## src/sv/dll_pkg.sv

```systemverilog
// Shared constants, codes and store command types for the linked list unit.
`default_nettype none
package dll_pkg;

	localparam int CAPACITY   = 64;
	localparam int DATA_WIDTH = 32;
	localparam int IDX_W      = $clog2(CAPACITY);
	localparam int LINK_W     = IDX_W + 1;
	localparam int CNT_W      = $clog2(CAPACITY + 1);

	typedef logic [IDX_W-1:0]      idx_t;
	typedef logic [LINK_W-1:0]     link_t;
	typedef logic [CNT_W-1:0]      cnt_t;
	typedef logic [DATA_WIDTH-1:0] data_t;

	localparam link_t NIL = LINK_W'(CAPACITY);

	typedef enum logic [4:0] {
		REQ_INS_FIRST  = 5'd0,
		REQ_INS_LAST   = 5'd1,
		REQ_CUR_FIRST  = 5'd2,
		REQ_CUR_LAST   = 5'd3,
		REQ_RD_FIRST   = 5'd4,
		REQ_RD_LAST    = 5'd5,
		REQ_DEL_FIRST  = 5'd6,
		REQ_DEL_LAST   = 5'd7,
		REQ_DEL_AFTER  = 5'd8,
		REQ_DEL_BEFORE = 5'd9,
		REQ_INS_AFTER  = 5'd10,
		REQ_INS_BEFORE = 5'd11,
		REQ_RD_CUR     = 5'd12,
		REQ_WR_CUR     = 5'd13,
		REQ_NEXT       = 5'd14,
		REQ_PREV       = 5'd15,
		REQ_CLEAR      = 5'd16
	} req_e;

	typedef enum logic [1:0] {
		ST_DONE    = 2'd0,
		ST_IGNORED = 2'd1,
		ST_RD_ERR  = 2'd2,
		ST_FULL    = 2'd3
	} status_e;

	typedef struct packed {
		idx_t  nx_raddr;
		idx_t  pv_raddr;
		idx_t  val_raddr;
		logic  nx_we;
		idx_t  nx_waddr;
		link_t nx_wdata;
		logic  pv_we;
		idx_t  pv_waddr;
		link_t pv_wdata;
		logic  val_we;
		idx_t  val_waddr;
		data_t val_wdata;
	} store_cmd_t;

	typedef struct packed {
		link_t nx;
		link_t pv;
		data_t val;
	} store_rsp_t;

endpackage
`default_nettype wire

```

## src/sv/dll_if.sv

```systemverilog
// Request and response channel interfaces of the linked list unit.
`default_nettype none
interface dll_req_if;
	logic        valid;
	logic        ready;
	logic [4:0]  req_type;
	logic [31:0] data_value;
	modport source(output valid, req_type, data_value, input ready);
	modport sink(input valid, req_type, data_value, output ready);
endinterface

interface dll_rsp_if;
	logic        valid;
	logic        ready;
	logic [1:0]  status;
	logic [31:0] read_value;
	logic        cursor_valid;
	logic        list_empty;
	modport source(output valid, status, read_value, cursor_valid, list_empty, input ready);
	modport sink(input valid, status, read_value, cursor_valid, list_empty, output ready);
endinterface
`default_nettype wire

```

## src/sv/doubly_linked_list_with_cursor_unit.sv

```systemverilog
// Doubly linked list over a fixed node pool, with head, tail and cursor.
//
// Requests arrive on the req channel (req_type, data_value); each accepted
// transfer yields exactly one transfer on the rsp channel carrying status,
// read_value, cursor_valid and list_empty as they stand after the request.
// Nodes live in three memories with registered reads; each request reads
// the links it needs, then writes the changed links back in states WR1 and
// WR2, one write per memory per cycle. After acceptance, cursor moves to an
// end, clear and requests rejected at acceptance go straight to FIN, which
// loads the response register; reads, next and prev pass through RD1; inserts
// and deletes through RD1, RD2 where needed, WR1 and WR2 (delete-first skips
// WR2). One request is in progress at a time, and the next one is accepted at
// the earliest in the cycle after the response register is loaded.
// A finished response waits in the output register; the next request is
// accepted meanwhile, and its completion holds until the receiver takes the
// pending response.
// Reset empties the list, frees the pool and leaves the cursor inactive; the
// memories are not cleared, since the allocator never reads an unwritten node.
`default_nettype none
module doubly_linked_list_with_cursor_unit (
	input wire logic clk,
	input wire logic arst_n,
	dll_req_if.sink   req,
	dll_rsp_if.source rsp
);
	import dll_pkg::*;

	typedef enum logic [5:0] {
		S_IDLE = 6'b000001,
		S_RD1  = 6'b000010,
		S_RD2  = 6'b000100,
		S_WR1  = 6'b001000,
		S_WR2  = 6'b010000,
		S_FIN  = 6'b100000
	} state_t;

	state_t     state_q;
	req_e       req_q;
	data_t      dv_q;
	status_e    st_q;
	data_t      rv_q;
	link_t      n_q, m_q;
	link_t      head_q, tail_q, cur_q, free_q;
	cnt_t       fresh_q, count_q;
	logic       out_valid_q;
	status_e    out_st_q;
	data_t      out_rv_q;
	logic       out_cv_q, out_le_q;

	store_cmd_t cmd;
	store_rsp_t mem;

	logic  accept;
	req_e  in_req;
	data_t in_dv;
	logic  full;
	link_t alloc_n;
	logic  out_free;

	dll_store u_store (
		.clk   (clk),
		.cmd   (cmd),
		.rdata (mem)
	);

	assign req.ready = (state_q == S_IDLE);
	assign accept    = req.valid && req.ready;
	assign in_req    = req_e'(req.req_type);
	assign in_dv     = req.data_value[DATA_WIDTH-1:0];
	assign full      = (free_q == NIL) && (fresh_q == CNT_W'(CAPACITY));
	assign alloc_n   = (free_q != NIL) ? free_q : LINK_W'(fresh_q);
	assign out_free  = !out_valid_q || rsp.ready;

	assign rsp.valid        = out_valid_q;
	assign rsp.status       = out_st_q;
	assign rsp.read_value   = 32'(out_rv_q);
	assign rsp.cursor_valid = out_cv_q;
	assign rsp.list_empty   = out_le_q;

	// Memory accesses per sequencer step.
	always_comb begin
		cmd = '0;
		unique case (state_q)
			S_IDLE: begin
				unique case (in_req)
					REQ_INS_FIRST, REQ_INS_LAST, REQ_INS_AFTER, REQ_INS_BEFORE:
						cmd.nx_raddr = free_q[IDX_W-1:0];
					REQ_DEL_FIRST: cmd.nx_raddr = head_q[IDX_W-1:0];
					REQ_DEL_AFTER, REQ_NEXT: cmd.nx_raddr = cur_q[IDX_W-1:0];
					default: cmd.nx_raddr = '0;
				endcase
				unique case (in_req)
					REQ_DEL_LAST: cmd.pv_raddr = tail_q[IDX_W-1:0];
					REQ_DEL_BEFORE, REQ_PREV, REQ_INS_BEFORE:
						cmd.pv_raddr = cur_q[IDX_W-1:0];
					default: cmd.pv_raddr = '0;
				endcase
				unique case (in_req)
					REQ_RD_FIRST: cmd.val_raddr = head_q[IDX_W-1:0];
					REQ_RD_LAST:  cmd.val_raddr = tail_q[IDX_W-1:0];
					default:      cmd.val_raddr = cur_q[IDX_W-1:0];
				endcase
				cmd.val_we    = accept && (in_req == REQ_WR_CUR) && (cur_q != NIL);
				cmd.val_waddr = cur_q[IDX_W-1:0];
				cmd.val_wdata = in_dv;
			end
			S_RD1: begin
				// Second level of the walk: the neighbour of the neighbour, or for insert-after the cursor's forward link.
				cmd.nx_raddr = (req_q == REQ_INS_AFTER) ? cur_q[IDX_W-1:0]
				                                        : mem.nx[IDX_W-1:0];
				cmd.pv_raddr = mem.pv[IDX_W-1:0];
			end
			S_WR1: begin
				cmd.val_waddr = n_q[IDX_W-1:0];
				cmd.val_wdata = dv_q;
				cmd.nx_waddr  = n_q[IDX_W-1:0];
				cmd.pv_waddr  = n_q[IDX_W-1:0];
				unique case (req_q)
					REQ_INS_FIRST: begin
						cmd.val_we = 1'b1;
						cmd.nx_we = 1'b1; cmd.nx_wdata = head_q;
						cmd.pv_we = 1'b1; cmd.pv_wdata = NIL;
					end
					REQ_INS_LAST: begin
						cmd.val_we = 1'b1;
						cmd.nx_we = 1'b1; cmd.nx_wdata = NIL;
						cmd.pv_we = 1'b1; cmd.pv_wdata = tail_q;
					end
					REQ_DEL_FIRST: begin
						cmd.nx_we = 1'b1; cmd.nx_wdata = free_q;
						cmd.pv_we = (head_q != NIL);
						cmd.pv_waddr = head_q[IDX_W-1:0]; cmd.pv_wdata = NIL;
					end
					REQ_DEL_LAST: begin
						cmd.nx_we = 1'b1; cmd.nx_wdata = free_q;
					end
					REQ_DEL_AFTER: begin
						cmd.nx_we = 1'b1;
						cmd.nx_waddr = cur_q[IDX_W-1:0]; cmd.nx_wdata = m_q;
						cmd.pv_we = (m_q != NIL);
						cmd.pv_waddr = m_q[IDX_W-1:0]; cmd.pv_wdata = cur_q;
					end
					REQ_DEL_BEFORE: begin
						cmd.nx_we = 1'b1; cmd.nx_wdata = free_q;
						cmd.pv_we = 1'b1;
						cmd.pv_waddr = cur_q[IDX_W-1:0]; cmd.pv_wdata = m_q;
					end
					REQ_INS_AFTER: begin
						cmd.val_we = 1'b1;
						cmd.nx_we = 1'b1; cmd.nx_wdata = m_q;
						cmd.pv_we = 1'b1; cmd.pv_wdata = cur_q;
					end
					REQ_INS_BEFORE: begin
						cmd.val_we = 1'b1;
						cmd.nx_we = 1'b1; cmd.nx_wdata = cur_q;
						cmd.pv_we = 1'b1; cmd.pv_wdata = m_q;
					end
					default: ;
				endcase
			end
			S_WR2: begin
				unique case (req_q)
					REQ_INS_FIRST: begin
						cmd.pv_we = (head_q != NIL);
						cmd.pv_waddr = head_q[IDX_W-1:0]; cmd.pv_wdata = n_q;
					end
					REQ_INS_LAST: begin
						cmd.nx_we = (tail_q != NIL);
						cmd.nx_waddr = tail_q[IDX_W-1:0]; cmd.nx_wdata = n_q;
					end
					REQ_DEL_LAST: begin
						cmd.nx_we = (tail_q != NIL);
						cmd.nx_waddr = tail_q[IDX_W-1:0]; cmd.nx_wdata = NIL;
					end
					REQ_DEL_AFTER: begin
						cmd.nx_we = 1'b1;
						cmd.nx_waddr = n_q[IDX_W-1:0]; cmd.nx_wdata = free_q;
					end
					REQ_DEL_BEFORE: begin
						cmd.nx_we = (m_q != NIL);
						cmd.nx_waddr = m_q[IDX_W-1:0]; cmd.nx_wdata = cur_q;
					end
					REQ_INS_AFTER: begin
						cmd.nx_we = 1'b1;
						cmd.nx_waddr = cur_q[IDX_W-1:0]; cmd.nx_wdata = n_q;
						cmd.pv_we = (m_q != NIL);
						cmd.pv_waddr = m_q[IDX_W-1:0]; cmd.pv_wdata = n_q;
					end
					REQ_INS_BEFORE: begin
						cmd.pv_we = 1'b1;
						cmd.pv_waddr = cur_q[IDX_W-1:0]; cmd.pv_wdata = n_q;
						cmd.nx_we = (m_q != NIL);
						cmd.nx_waddr = m_q[IDX_W-1:0]; cmd.nx_wdata = n_q;
					end
					default: ;
				endcase
			end
			default: ;
		endcase
	end

	always_ff @(posedge clk) begin
		if (state_q == S_IDLE && accept) begin
			req_q <= in_req;
			dv_q  <= in_dv;
		end
		if (state_q == S_RD2) begin
			m_q <= (req_q == REQ_DEL_BEFORE) ? mem.pv : mem.nx;
		end else if (state_q == S_RD1 && req_q == REQ_INS_BEFORE) begin
			m_q <= mem.pv;
		end
		if (state_q == S_RD1) begin
			unique case (req_q)
				REQ_INS_FIRST, REQ_INS_LAST, REQ_INS_AFTER, REQ_INS_BEFORE: n_q <= alloc_n;
				REQ_DEL_FIRST: n_q <= head_q;
				REQ_DEL_LAST:  n_q <= tail_q;
				REQ_DEL_BEFORE: n_q <= mem.pv;
				default:       n_q <= mem.nx;
			endcase
		end
	end

	always_ff @(posedge clk or negedge arst_n) begin
		if (!arst_n) begin
			state_q     <= S_IDLE;
			st_q        <= ST_DONE;
			rv_q        <= '0;
			head_q      <= NIL;
			tail_q      <= NIL;
			cur_q       <= NIL;
			free_q      <= NIL;
			fresh_q     <= '0;
			count_q     <= '0;
			out_valid_q <= 1'b0;
			out_st_q    <= ST_DONE;
			out_rv_q    <= '0;
			out_cv_q    <= 1'b0;
			out_le_q    <= 1'b1;
		end else begin
			if (out_valid_q && rsp.ready) begin
				out_valid_q <= 1'b0;
			end
			unique case (state_q)
				S_IDLE: begin
					if (accept) begin
						st_q    <= ST_DONE;
						rv_q    <= '0;
						state_q <= S_FIN;
						unique case (in_req)
							REQ_INS_FIRST, REQ_INS_LAST: begin
								if (full) st_q <= ST_FULL;
								else state_q <= S_RD1;
							end
							REQ_CUR_FIRST: cur_q <= head_q;
							REQ_CUR_LAST:  cur_q <= tail_q;
							REQ_RD_FIRST: begin
								if (head_q == NIL) st_q <= ST_RD_ERR;
								else state_q <= S_RD1;
							end
							REQ_RD_LAST: begin
								if (tail_q == NIL) st_q <= ST_RD_ERR;
								else state_q <= S_RD1;
							end
							REQ_DEL_FIRST: begin
								if (head_q == NIL) st_q <= ST_IGNORED;
								else state_q <= S_RD1;
							end
							REQ_DEL_LAST: begin
								if (tail_q == NIL) st_q <= ST_IGNORED;
								else state_q <= S_RD1;
							end
							REQ_DEL_AFTER, REQ_DEL_BEFORE, REQ_NEXT, REQ_PREV: begin
								if (cur_q == NIL) st_q <= ST_IGNORED;
								else state_q <= S_RD1;
							end
							REQ_INS_AFTER, REQ_INS_BEFORE: begin
								priority if (cur_q == NIL) st_q <= ST_IGNORED;
								else if (full) st_q <= ST_FULL;
								else state_q <= S_RD1;
							end
							REQ_RD_CUR: begin
								if (cur_q == NIL) st_q <= ST_RD_ERR;
								else state_q <= S_RD1;
							end
							REQ_WR_CUR: begin
								if (cur_q == NIL) st_q <= ST_IGNORED;
							end
							REQ_CLEAR: begin
								head_q  <= NIL;
								tail_q  <= NIL;
								cur_q   <= NIL;
								free_q  <= NIL;
								fresh_q <= '0;
								count_q <= '0;
							end
							default: st_q <= ST_IGNORED;
						endcase
					end
				end
				S_RD1: begin
					state_q <= S_FIN;
					unique case (req_q)
						REQ_INS_FIRST, REQ_INS_LAST, REQ_INS_AFTER, REQ_INS_BEFORE: begin
							if (free_q != NIL) free_q <= mem.nx;
							else fresh_q <= fresh_q + 1'b1;
							count_q <= count_q + 1'b1;
							state_q <= (req_q == REQ_INS_AFTER) ? S_RD2 : S_WR1;
						end
						REQ_RD_FIRST, REQ_RD_LAST, REQ_RD_CUR: rv_q <= mem.val;
						REQ_DEL_FIRST: begin
							head_q <= mem.nx;
							if (mem.nx == NIL) tail_q <= NIL;
							state_q <= S_WR1;
						end
						REQ_DEL_LAST: begin
							tail_q <= mem.pv;
							if (mem.pv == NIL) head_q <= NIL;
							state_q <= S_WR1;
						end
						REQ_DEL_AFTER: begin
							if (mem.nx == NIL) st_q <= ST_IGNORED;
							else state_q <= S_RD2;
						end
						REQ_DEL_BEFORE: begin
							if (mem.pv == NIL) st_q <= ST_IGNORED;
							else state_q <= S_RD2;
						end
						REQ_NEXT: cur_q <= (cur_q == tail_q) ? NIL : mem.nx;
						REQ_PREV: cur_q <= (cur_q == head_q) ? NIL : mem.pv;
						default: ;
					endcase
				end
				S_RD2: state_q <= S_WR1;
				S_WR1: begin
					state_q <= (req_q == REQ_DEL_FIRST) ? S_FIN : S_WR2;
					// The freed node joins the free chain in the same cycle as its link write.
					if (req_q == REQ_DEL_FIRST || req_q == REQ_DEL_LAST ||
					    req_q == REQ_DEL_BEFORE) begin
						free_q <= n_q;
						if (count_q != '0) count_q <= count_q - 1'b1;
						if (cur_q == n_q) cur_q <= NIL;
					end
				end
				S_WR2: begin
					state_q <= S_FIN;
					unique case (req_q)
						REQ_INS_FIRST: begin
							head_q <= n_q;
							if (head_q == NIL) tail_q <= n_q;
						end
						REQ_INS_LAST: begin
							tail_q <= n_q;
							if (tail_q == NIL) head_q <= n_q;
						end
						REQ_DEL_AFTER: begin
							if (m_q == NIL) tail_q <= cur_q;
							free_q <= n_q;
							if (count_q != '0) count_q <= count_q - 1'b1;
						end
						REQ_DEL_BEFORE: if (m_q == NIL) head_q <= cur_q;
						REQ_INS_AFTER:  if (m_q == NIL) tail_q <= n_q;
						REQ_INS_BEFORE: if (m_q == NIL) head_q <= n_q;
						default: ;
					endcase
				end
				S_FIN: begin
					if (out_free) begin
						out_valid_q <= 1'b1;
						out_st_q    <= st_q;
						out_rv_q    <= rv_q;
						out_cv_q    <= (cur_q != NIL);
						out_le_q    <= (count_q == '0);
						state_q     <= S_IDLE;
					end
				end
				default: state_q <= S_IDLE;
			endcase
		end
	end
endmodule
`default_nettype wire

```

## src/sv/dll_store.sv

```systemverilog
// Node store: value, forward link and backward link memories with registered reads.
`default_nettype none
module dll_store (
	input  wire logic                clk,
	input  wire dll_pkg::store_cmd_t cmd,
	output dll_pkg::store_rsp_t      rdata
);
	import dll_pkg::*;

	link_t nx_mem  [CAPACITY];
	link_t pv_mem  [CAPACITY];
	data_t val_mem [CAPACITY];

	always_ff @(posedge clk) begin
		if (cmd.nx_we) begin
			nx_mem[cmd.nx_waddr] <= cmd.nx_wdata;
		end
		if (cmd.pv_we) begin
			pv_mem[cmd.pv_waddr] <= cmd.pv_wdata;
		end
		if (cmd.val_we) begin
			val_mem[cmd.val_waddr] <= cmd.val_wdata;
		end
		rdata.nx  <= nx_mem[cmd.nx_raddr];
		rdata.pv  <= pv_mem[cmd.pv_raddr];
		rdata.val <= val_mem[cmd.val_raddr];
	end
endmodule
`default_nettype wire

```

## src/flat_wrapper.sv

```systemverilog
// flat-port wrapper written by rule: the top's interface ports become plain ports
module doubly_linked_list_with_cursor_unit_flat import dll_pkg::*;
  (clk, arst_n, req_valid, req_req_type, req_data_value, req_ready, rsp_valid, rsp_status, rsp_read_value, rsp_cursor_valid, rsp_list_empty, rsp_ready);
  dll_req_if req_i ();
  dll_rsp_if rsp_i ();
  input wire logic clk;
  input wire logic arst_n;
  input wire logic [$bits(req_i.valid)-1:0] req_valid;
  input wire logic [$bits(req_i.req_type)-1:0] req_req_type;
  input wire logic [$bits(req_i.data_value)-1:0] req_data_value;
  output wire logic [$bits(req_i.ready)-1:0] req_ready;
  output wire logic [$bits(rsp_i.valid)-1:0] rsp_valid;
  output wire logic [$bits(rsp_i.status)-1:0] rsp_status;
  output wire logic [$bits(rsp_i.read_value)-1:0] rsp_read_value;
  output wire logic [$bits(rsp_i.cursor_valid)-1:0] rsp_cursor_valid;
  output wire logic [$bits(rsp_i.list_empty)-1:0] rsp_list_empty;
  input wire logic [$bits(rsp_i.ready)-1:0] rsp_ready;
  assign req_i.valid = req_valid;
  assign req_i.req_type = req_req_type;
  assign req_i.data_value = req_data_value;
  assign req_ready = req_i.ready;
  assign rsp_valid = rsp_i.valid;
  assign rsp_status = rsp_i.status;
  assign rsp_read_value = rsp_i.read_value;
  assign rsp_cursor_valid = rsp_i.cursor_valid;
  assign rsp_list_empty = rsp_i.list_empty;
  assign rsp_i.ready = rsp_ready;
  doubly_linked_list_with_cursor_unit u_core (.clk(clk), .arst_n(arst_n), .req(req_i), .rsp(rsp_i));
endmodule
```

## config.mk

```make
export PLATFORM = sky130hd
export DESIGN_NAME = doubly_linked_list_with_cursor_unit_flat
export DESIGN_NICKNAME = d
export VERILOG_FILES = /design/src/sv/dll_pkg.sv /design/src/sv/dll_if.sv /design/src/sv/doubly_linked_list_with_cursor_unit.sv /design/src/sv/dll_store.sv /design/src/flat_wrapper.sv
export SDC_FILE = /design/constraint.sdc
export NUM_CORES = 2
export LEC_CHECK = 0
export CORE_ASPECT_RATIO = 1.1
export CORE_MARGIN = 8
export CORE_UTILIZATION = 57
export CTS_CLUSTER_DIAMETER = 40
export DETAILED_ROUTE_END_ITERATION = 10
export DONT_BUFFER_PORTS = 1
export GPL_TIMING_DRIVEN = 0
export PLACE_DENSITY_LB_ADDON = 0.12
export SLEW_MARGIN = 10
export SYNTH_ARGS = -nofsm -noshare
export SYNTH_HDL_FRONTEND = slang
export SYNTH_SLANG_ARGS = --single-unit
```

## constraint.sdc

```tcl
create_clock -name clk -period 4.75 [get_ports clk]
set_input_delay 0.2375 -clock clk [delete_from_list [all_inputs] [get_ports clk]]
set_output_delay 0.2375 -clock clk [all_outputs]
set_load 0.03 [all_outputs]
```

; ---- Word level (Yosys, flattened, before mapping)
; Memory sizes are Yosys's and may differ from the RTL's. A register that Yosys moved wholly into a read port is not among the register bits.
; Index checks and enable logic that the tools add are counted.
[word_totals]
reg_bits = 170
mem_bits_rw = 2944
input_bits = 41
out_inout_bits = 38
elab_cells = 248
n_memories = 3
[op_classes]
addsub = 3
eq_ne = 76
n_mux = 99
n_reduce_logical = 49
[mem_list]
columns = name, depth, word_bits, read_ports, rd_clocked_by_memory_dff, write_ports, line_no
row1 = u_core.u_store.val_mem, 64, 32, 1, 1, 1, dll_store.sv:12  ; data_t val_mem [CAPACITY];
row2 = u_core.u_store.nx_mem, 64, 7, 1, 1, 1, dll_store.sv:10  ; link_t nx_mem [CAPACITY];
row3 = u_core.u_store.pv_mem, 64, 7, 1, 1, 1, dll_store.sv:11  ; link_t pv_mem [CAPACITY];
[ops]
columns = operator, count
row1 = $mux 7, 29
row2 = $pmux 7 s4, 6
row3 = $pmux 14 s6, 1
row4 = $pmux 7 s3, 4
row5 = $mux 6, 13
row6 = $pmux 39 s2, 1
row7 = $eq 5x4->1 const B, 15
row8 = $mux 32, 2
row9 = $pmux 32 s2, 1
row10 = $eq 7x7->1 const B, 8
row11 = $pmux 28 s2, 1
row12 = $pmux 7 s2, 4
row13 = $pmux 14 s3, 1
row14 = $eq 5x3->1 const B, 8
row15 = $pmux 6 s3, 2
row16 = $pmux 6 s6, 1
row17 = $ne 7x7->1 const B, 5
row18 = $pmux 7 s5, 1
row19 = $ne 3x3->1 const B, 10
row20 = $pmux 6 s5, 1
row21 = $pmux 12 s2, 1
row22 = $pmux 6 s2, 2
row23 = $pmux 6 s4, 1
row24 = $eq 7x7->1, 3
row25 = other kinds (43), 106

; ---- Logic depth before layout (Yosys ltp)
[depth]
depth_word = 7
depth_mapped = 15
ltp_nobuf = 14

; ---- Hierarchy
; Synthesis repeated with hierarchy kept, for this count alone.
[hier_totals]
hier_cells = 6176
hier_area_um2 = 124016.4
[by_module_without_submodules]
columns = mod, n_inst, cells_per_inst, area_each_um2, seq_area_each_um2
row1 = dll_store, 1, 5064, 113692.8, 89325.7
row2 = doubly_linked_list_with_cursor_unit, 1, 1112, 10323.7, 4516.8

; ---- Worst setup path before layout
; OpenSTA, ideal clock, no wires.
[synth_timing]
path_kind = register to register
startpoint = register u_core.req_q[2]
endpoint = memory u_core.u_store.pv_mem[0][5] in the netlist's numbering (data pin)
setup_time_ns = 0.703
t_arrival_ns = 4.317
t_required_ns = 4.047
slack_ns = -0.269
path_stages_with_launch = 8
n_path_buf = 2
synth_period_minus_slack_ns = 5.019
cell_sequence = edfxtp_1 -> buf_2 -> inv_1 -> nor4_1 -> clkbuf_1 -> nor3_1 -> nand2b_1 -> o21ai_0
[synth_rtl]
columns = item, line_no
row1 = from (decl), doubly_linked_list_with_cursor_unit.sv:38  ; req_e req_q;
row2 = from (signal assigned), doubly_linked_list_with_cursor_unit.sv:204  ; req_q <= in_req;
row3 = to (decl), dll_store.sv:11

; ---- Worst setup path in the final report
[layout_timing]
startpoint = register u_core.tail_q[0]
endpoint = register, netlist name u_core.u_store.rdata[21]
[layout_between]
elab_chain_len = 2
[layout_lines]
columns = item, line_no
row1 = from (decl), doubly_linked_list_with_cursor_unit.sv:43  ; link_t head_q, tail_q, cur_q, free_q;
row2 = from (signal assigned), doubly_linked_list_with_cursor_unit.sv:316  ; tail_q <= mem.pv;
row3 = from (signal assigned), doubly_linked_list_with_cursor_unit.sv:349  ; if (head_q == NIL) tail_q <= n_q;
row4 = from (signal assigned), doubly_linked_list_with_cursor_unit.sv:352  ; tail_q <= n_q;
row5 = $pmux 6 s2, doubly_linked_list_with_cursor_unit.sv:98  ; unique case (in_req)
row6 = $mux 6, doubly_linked_list_with_cursor_unit.sv:83  ; unique case (state_q)
; No other way between the ends.
; A chain may end at the register's enable or synchronous reset.

==> run metrics <==
Power Density 627 nW/um^2; final-stage net count 10100; post-route minimum period 4.91 ns; P_leak 52.5 nW; TritonRoute pass-1 iters 10; TritonCTS clock tree built; Max Fclk 203 MHz; Mapped Area 127000 um^2; WL per Instance 33.3 um; syn_area_per_cell 13.6 um^2; CP Data Required Time 5.59 ns; critical path endpoint category register; leading area contributor after synthesis edfxtp_1; share of layout cells above drive strength 1 0.151; total grt overflow 0; Setup Skew 0.0771 ns; I/O pins 79; internal power 58.0 mW; Comb power frac 0.323; post-synthesis cell type count 87; number of global-route vias before repair 84100; first-pass GRT wire length 615000 um; final hold vios 0; critical path arrival 5.75 ns; top layer reached by signal wires met5; worst slew margin relative to its limit 0.125; Reg2Reg Launch Point u_core.tail_q[0]; Seq pwr share 0.355; Antenna Nets Post-Route 0; die height 512 um; DIE WIDTH 466 um; Clock Sinks 3160; Starting Density 0.571; Final Cycle Share 1.03; met2 wire length 193000 um; post-synth top area share 0.707; clock share of power 0.322; root buffer cell clkbuf_16; Post-synth EDFFs 2995; FF+latch count, synth 3160; Synthesized Nets 9398; critical path peak fanout 11; Hold Startpoint req_req_type[1]; WL final 444000 um; RSZ-0062 raised after global routing yes; Critical path origin u_core.tail_q[0]; Top FF cell, synth edfxtp_1; Reg clk slew, reported paths 0.06 ns; wire length on met1 161000 um; worst skew pair latency 1.02 ns; Switch Pwr 36.5 mW; Num CTS Buffers 409; Max clock buf depth 4; Mapped Cells 9349; fin. max-slew vios 0; gpl congestion 1.02; core area 223000 um^2; worst setup path category register to register; Syn-to-layout area delta 18.4%; Syn. warnings 0; initial antenna violation count 35; Slew @ Worst Pin 1.30 ns; Port Buffers 0; GRT Overall Usage 0.359; status complete, but fails checks; Sw Ratio 0.386; layout filler cell count 15300; # DRC 0; die footprint 239000 um^2; Area contributors post-synth edfxtp_1, nand2_1, nand3_1; DR iter-0 viols 14700; FFs w/ async S/R, synth 0.0377; largest net degree at the start of global routing 111; DPL Wire Length 299000 um; final core utilization 0.677; final worst slack -0.164 ns; final setup fails 460; VDD IR-drop max 481 uV; row cnt 182; crit path launch type register; HP Class input port to register; H-Tree Depth 5; max cap viols 0; failing checks negative setup slack; Vias 89300; vias per inst 6.70; pre-CTS setup slack -0.942 ns; met3 wire len 61000 um; sequential share of the synthesized area 0.738
area by class of cell:
cell class              count  area (um^2)  share of cell area
multi-input cells        5549        32600               0.216
clock inverters           281         2800              0.0186
repair buffers            274         4390              0.0292
inverters                  22         82.6            0.000548
clock buffers             465        10600              0.0703
well taps                2944         3680              0.0244
plain buffers             613         2670              0.0177
flip-flops and latches   3160        93800               0.623
diodes                     20         50.0            0.000332
per-stage QoR:
stage	TNS (ns)	hold slack (ns)	cells	total power, mW	instance area [um^2]
after floorplan	0	-0.0581	9349	47.9	127000
after global placement	-	-0.0545	12300	61.2	131000
after detailed placement	-1399.07	-0.0541	12400	62.2	135000
after CTS	-21.33	0.00109	13300	92.7	150000
after global routing	-61.25	0.0328	13300	96.0	151000
final	-31.07	0.0433	13300	94.4	151000
cell usage after synthesis, types with 19 or more instances:
master,n
o221ai_1,34
a22oi_1,63
buf_1,72
nand2_1,2415
mux2_2,62
buf_2,156
mux2i_1,164
a22o_1,82
a211oi_1,72
a311oi_1,115
a21oi_1,338
o22ai_1,92
and3_1,267
nor2_1,295
nand3_1,638
a221oi_1,30
mux4_2,100
nor3_1,37
nor2b_1,19
dfxtp_1,46
edfxtp_1,2995
a31oi_1,276
dfrtp_1,113
nand2b_1,25
and2_1,20
clkbuf_1,372
nor4_1,77
inv_1,19
o21ai_0,61
path summary, 6_finish.rpt:
check	endpoint	slack, ns	depth (start not counted)
worst max register to register	u_core.u_store.rdata[21]	-0.16	10
worst min-delay path	u_core.st_q[0]	0.04	4
worst min register to register	u_core.rv_q[2]	0.43	2
worst max-delay path	u_core.u_store.rdata[21]	-0.16	10
min in group asynchronous	u_core.state_q[2]	0.35	3
max in group asynchronous	u_core.tail_q[5]	3.51	4
cell families after synthesis:
kind of cell / Yosys count / share of synthesized area
XOR/XNOR: 25 / 0.00172
flip-flops: 3160 / 0.738
multiplexers: 326 / 0.0361
buffers and inverters: 641 / 0.0212
AND/OR/NAND/NOR: 3862 / 0.131
AO/OA/AOI/OAI: 1327 / 0.0715
adder cells (fa/ha/maj): 8 / 0.000846
critical path, stage by stage (launching register included):
cell,delay (ns)
dfrtp_1,0.64
mux2i_1,0.32
a21oi_1,0.13
nand2_2,0.52
buf_2,0.50
buf_2,0.52
buf_1,0.48
a211oi_1,0.21
a31oi_1,0.49
nand3_1,0.52
a22o_1,0.42
power by group through the flow:
stage | Combinational [mW] | Clock [mW] | Sequential, mW
after floorplan | 14.1 | 0 | 33.8
after global placement | 26.9 | 0 | 34.3
after detailed placement | 28.2 | 0 | 33.9
after CTS | 28.8 | 30.4 | 33.4
after global routing | 30.9 | 31.6 | 33.5
final | 30.5 | 30.4 | 33.5
per-layer routing:
| metal | global-route usage | vias to the layer above |
|---|---|---|
| met2 | 0.524 | 6768 |
| li1 | - | 36700 |
| met1 | 0.489 | 44400 |
| met3 | 0.109 | 1354 |
| met5 | 0 | - |
| met4 | 0.192 | 8 |
repair_timing:
action                                 4_1_cts  5_1_grt
cloned                                       0        1
setup endpoints to repair                 2872     1592
hold buffers                                76        0
pin swaps                                    9       27
gates resized for setup                    110      167
buffers inserted                            17       55
endpoints found under the hold margin     1062        0
layout by cell type (no fill, tap or decap), types with 30 or more instances in the layout:
cell type / count
a211oi_1: 72
a21oi_1: 336
a221oi_1: 30
a22o_1: 45
a22o_4: 32
a22oi_1: 63
a311oi_1: 104
a31oi_1: 245
and3_1: 267
buf_1: 63
buf_12: 106
buf_16: 40
buf_2: 153
buf_4: 68
bufinv_16: 32
clkbuf_1: 384
clkbuf_16: 414
clkbuf_2: 31
clkinv_1: 39
clkinv_2: 46
clkinv_4: 36
clkinvlp_4: 48
dfrtp_1: 113
dfxtp_1: 46
dlygate4sd3_1: 74
edfxtp_1: 2995
inv_6: 61
mux2_2: 62
mux2i_1: 164
mux4_2: 100
nand2_1: 2410
nand3_1: 628
nor2_1: 132
nor2_2: 77
nor2_4: 87
nor3_1: 33
nor4_1: 67
o21ai_0: 59
o221ai_1: 34
o22ai_1: 82
registers in the layout, indices dropped and copies added (netlist names), 5 cells and up:
| name | cells |
|---|---|
| u_core.count_q | 7 |
| u_core.cur_q | 7 |
| u_core.dv_q | 32 |
| u_core.free_q | 7 |
| u_core.fresh_q | 7 |
| u_core.head_q | 7 |
| u_core.m_q | 7 |
| u_core.n_q | 7 |
| u_core.req_q | 5 |
| u_core.rsp.read_value | 32 |
| u_core.rv_q | 32 |
| u_core.state_q | 6 |
| u_core.tail_q | 7 |
| u_core.u_store.nx_mem | 448 |
| u_core.u_store.pv_mem | 448 |
| u_core.u_store.rdata | 46 |
| u_core.u_store.val_mem | 2048 |
(Power assumes the default switching activity.)
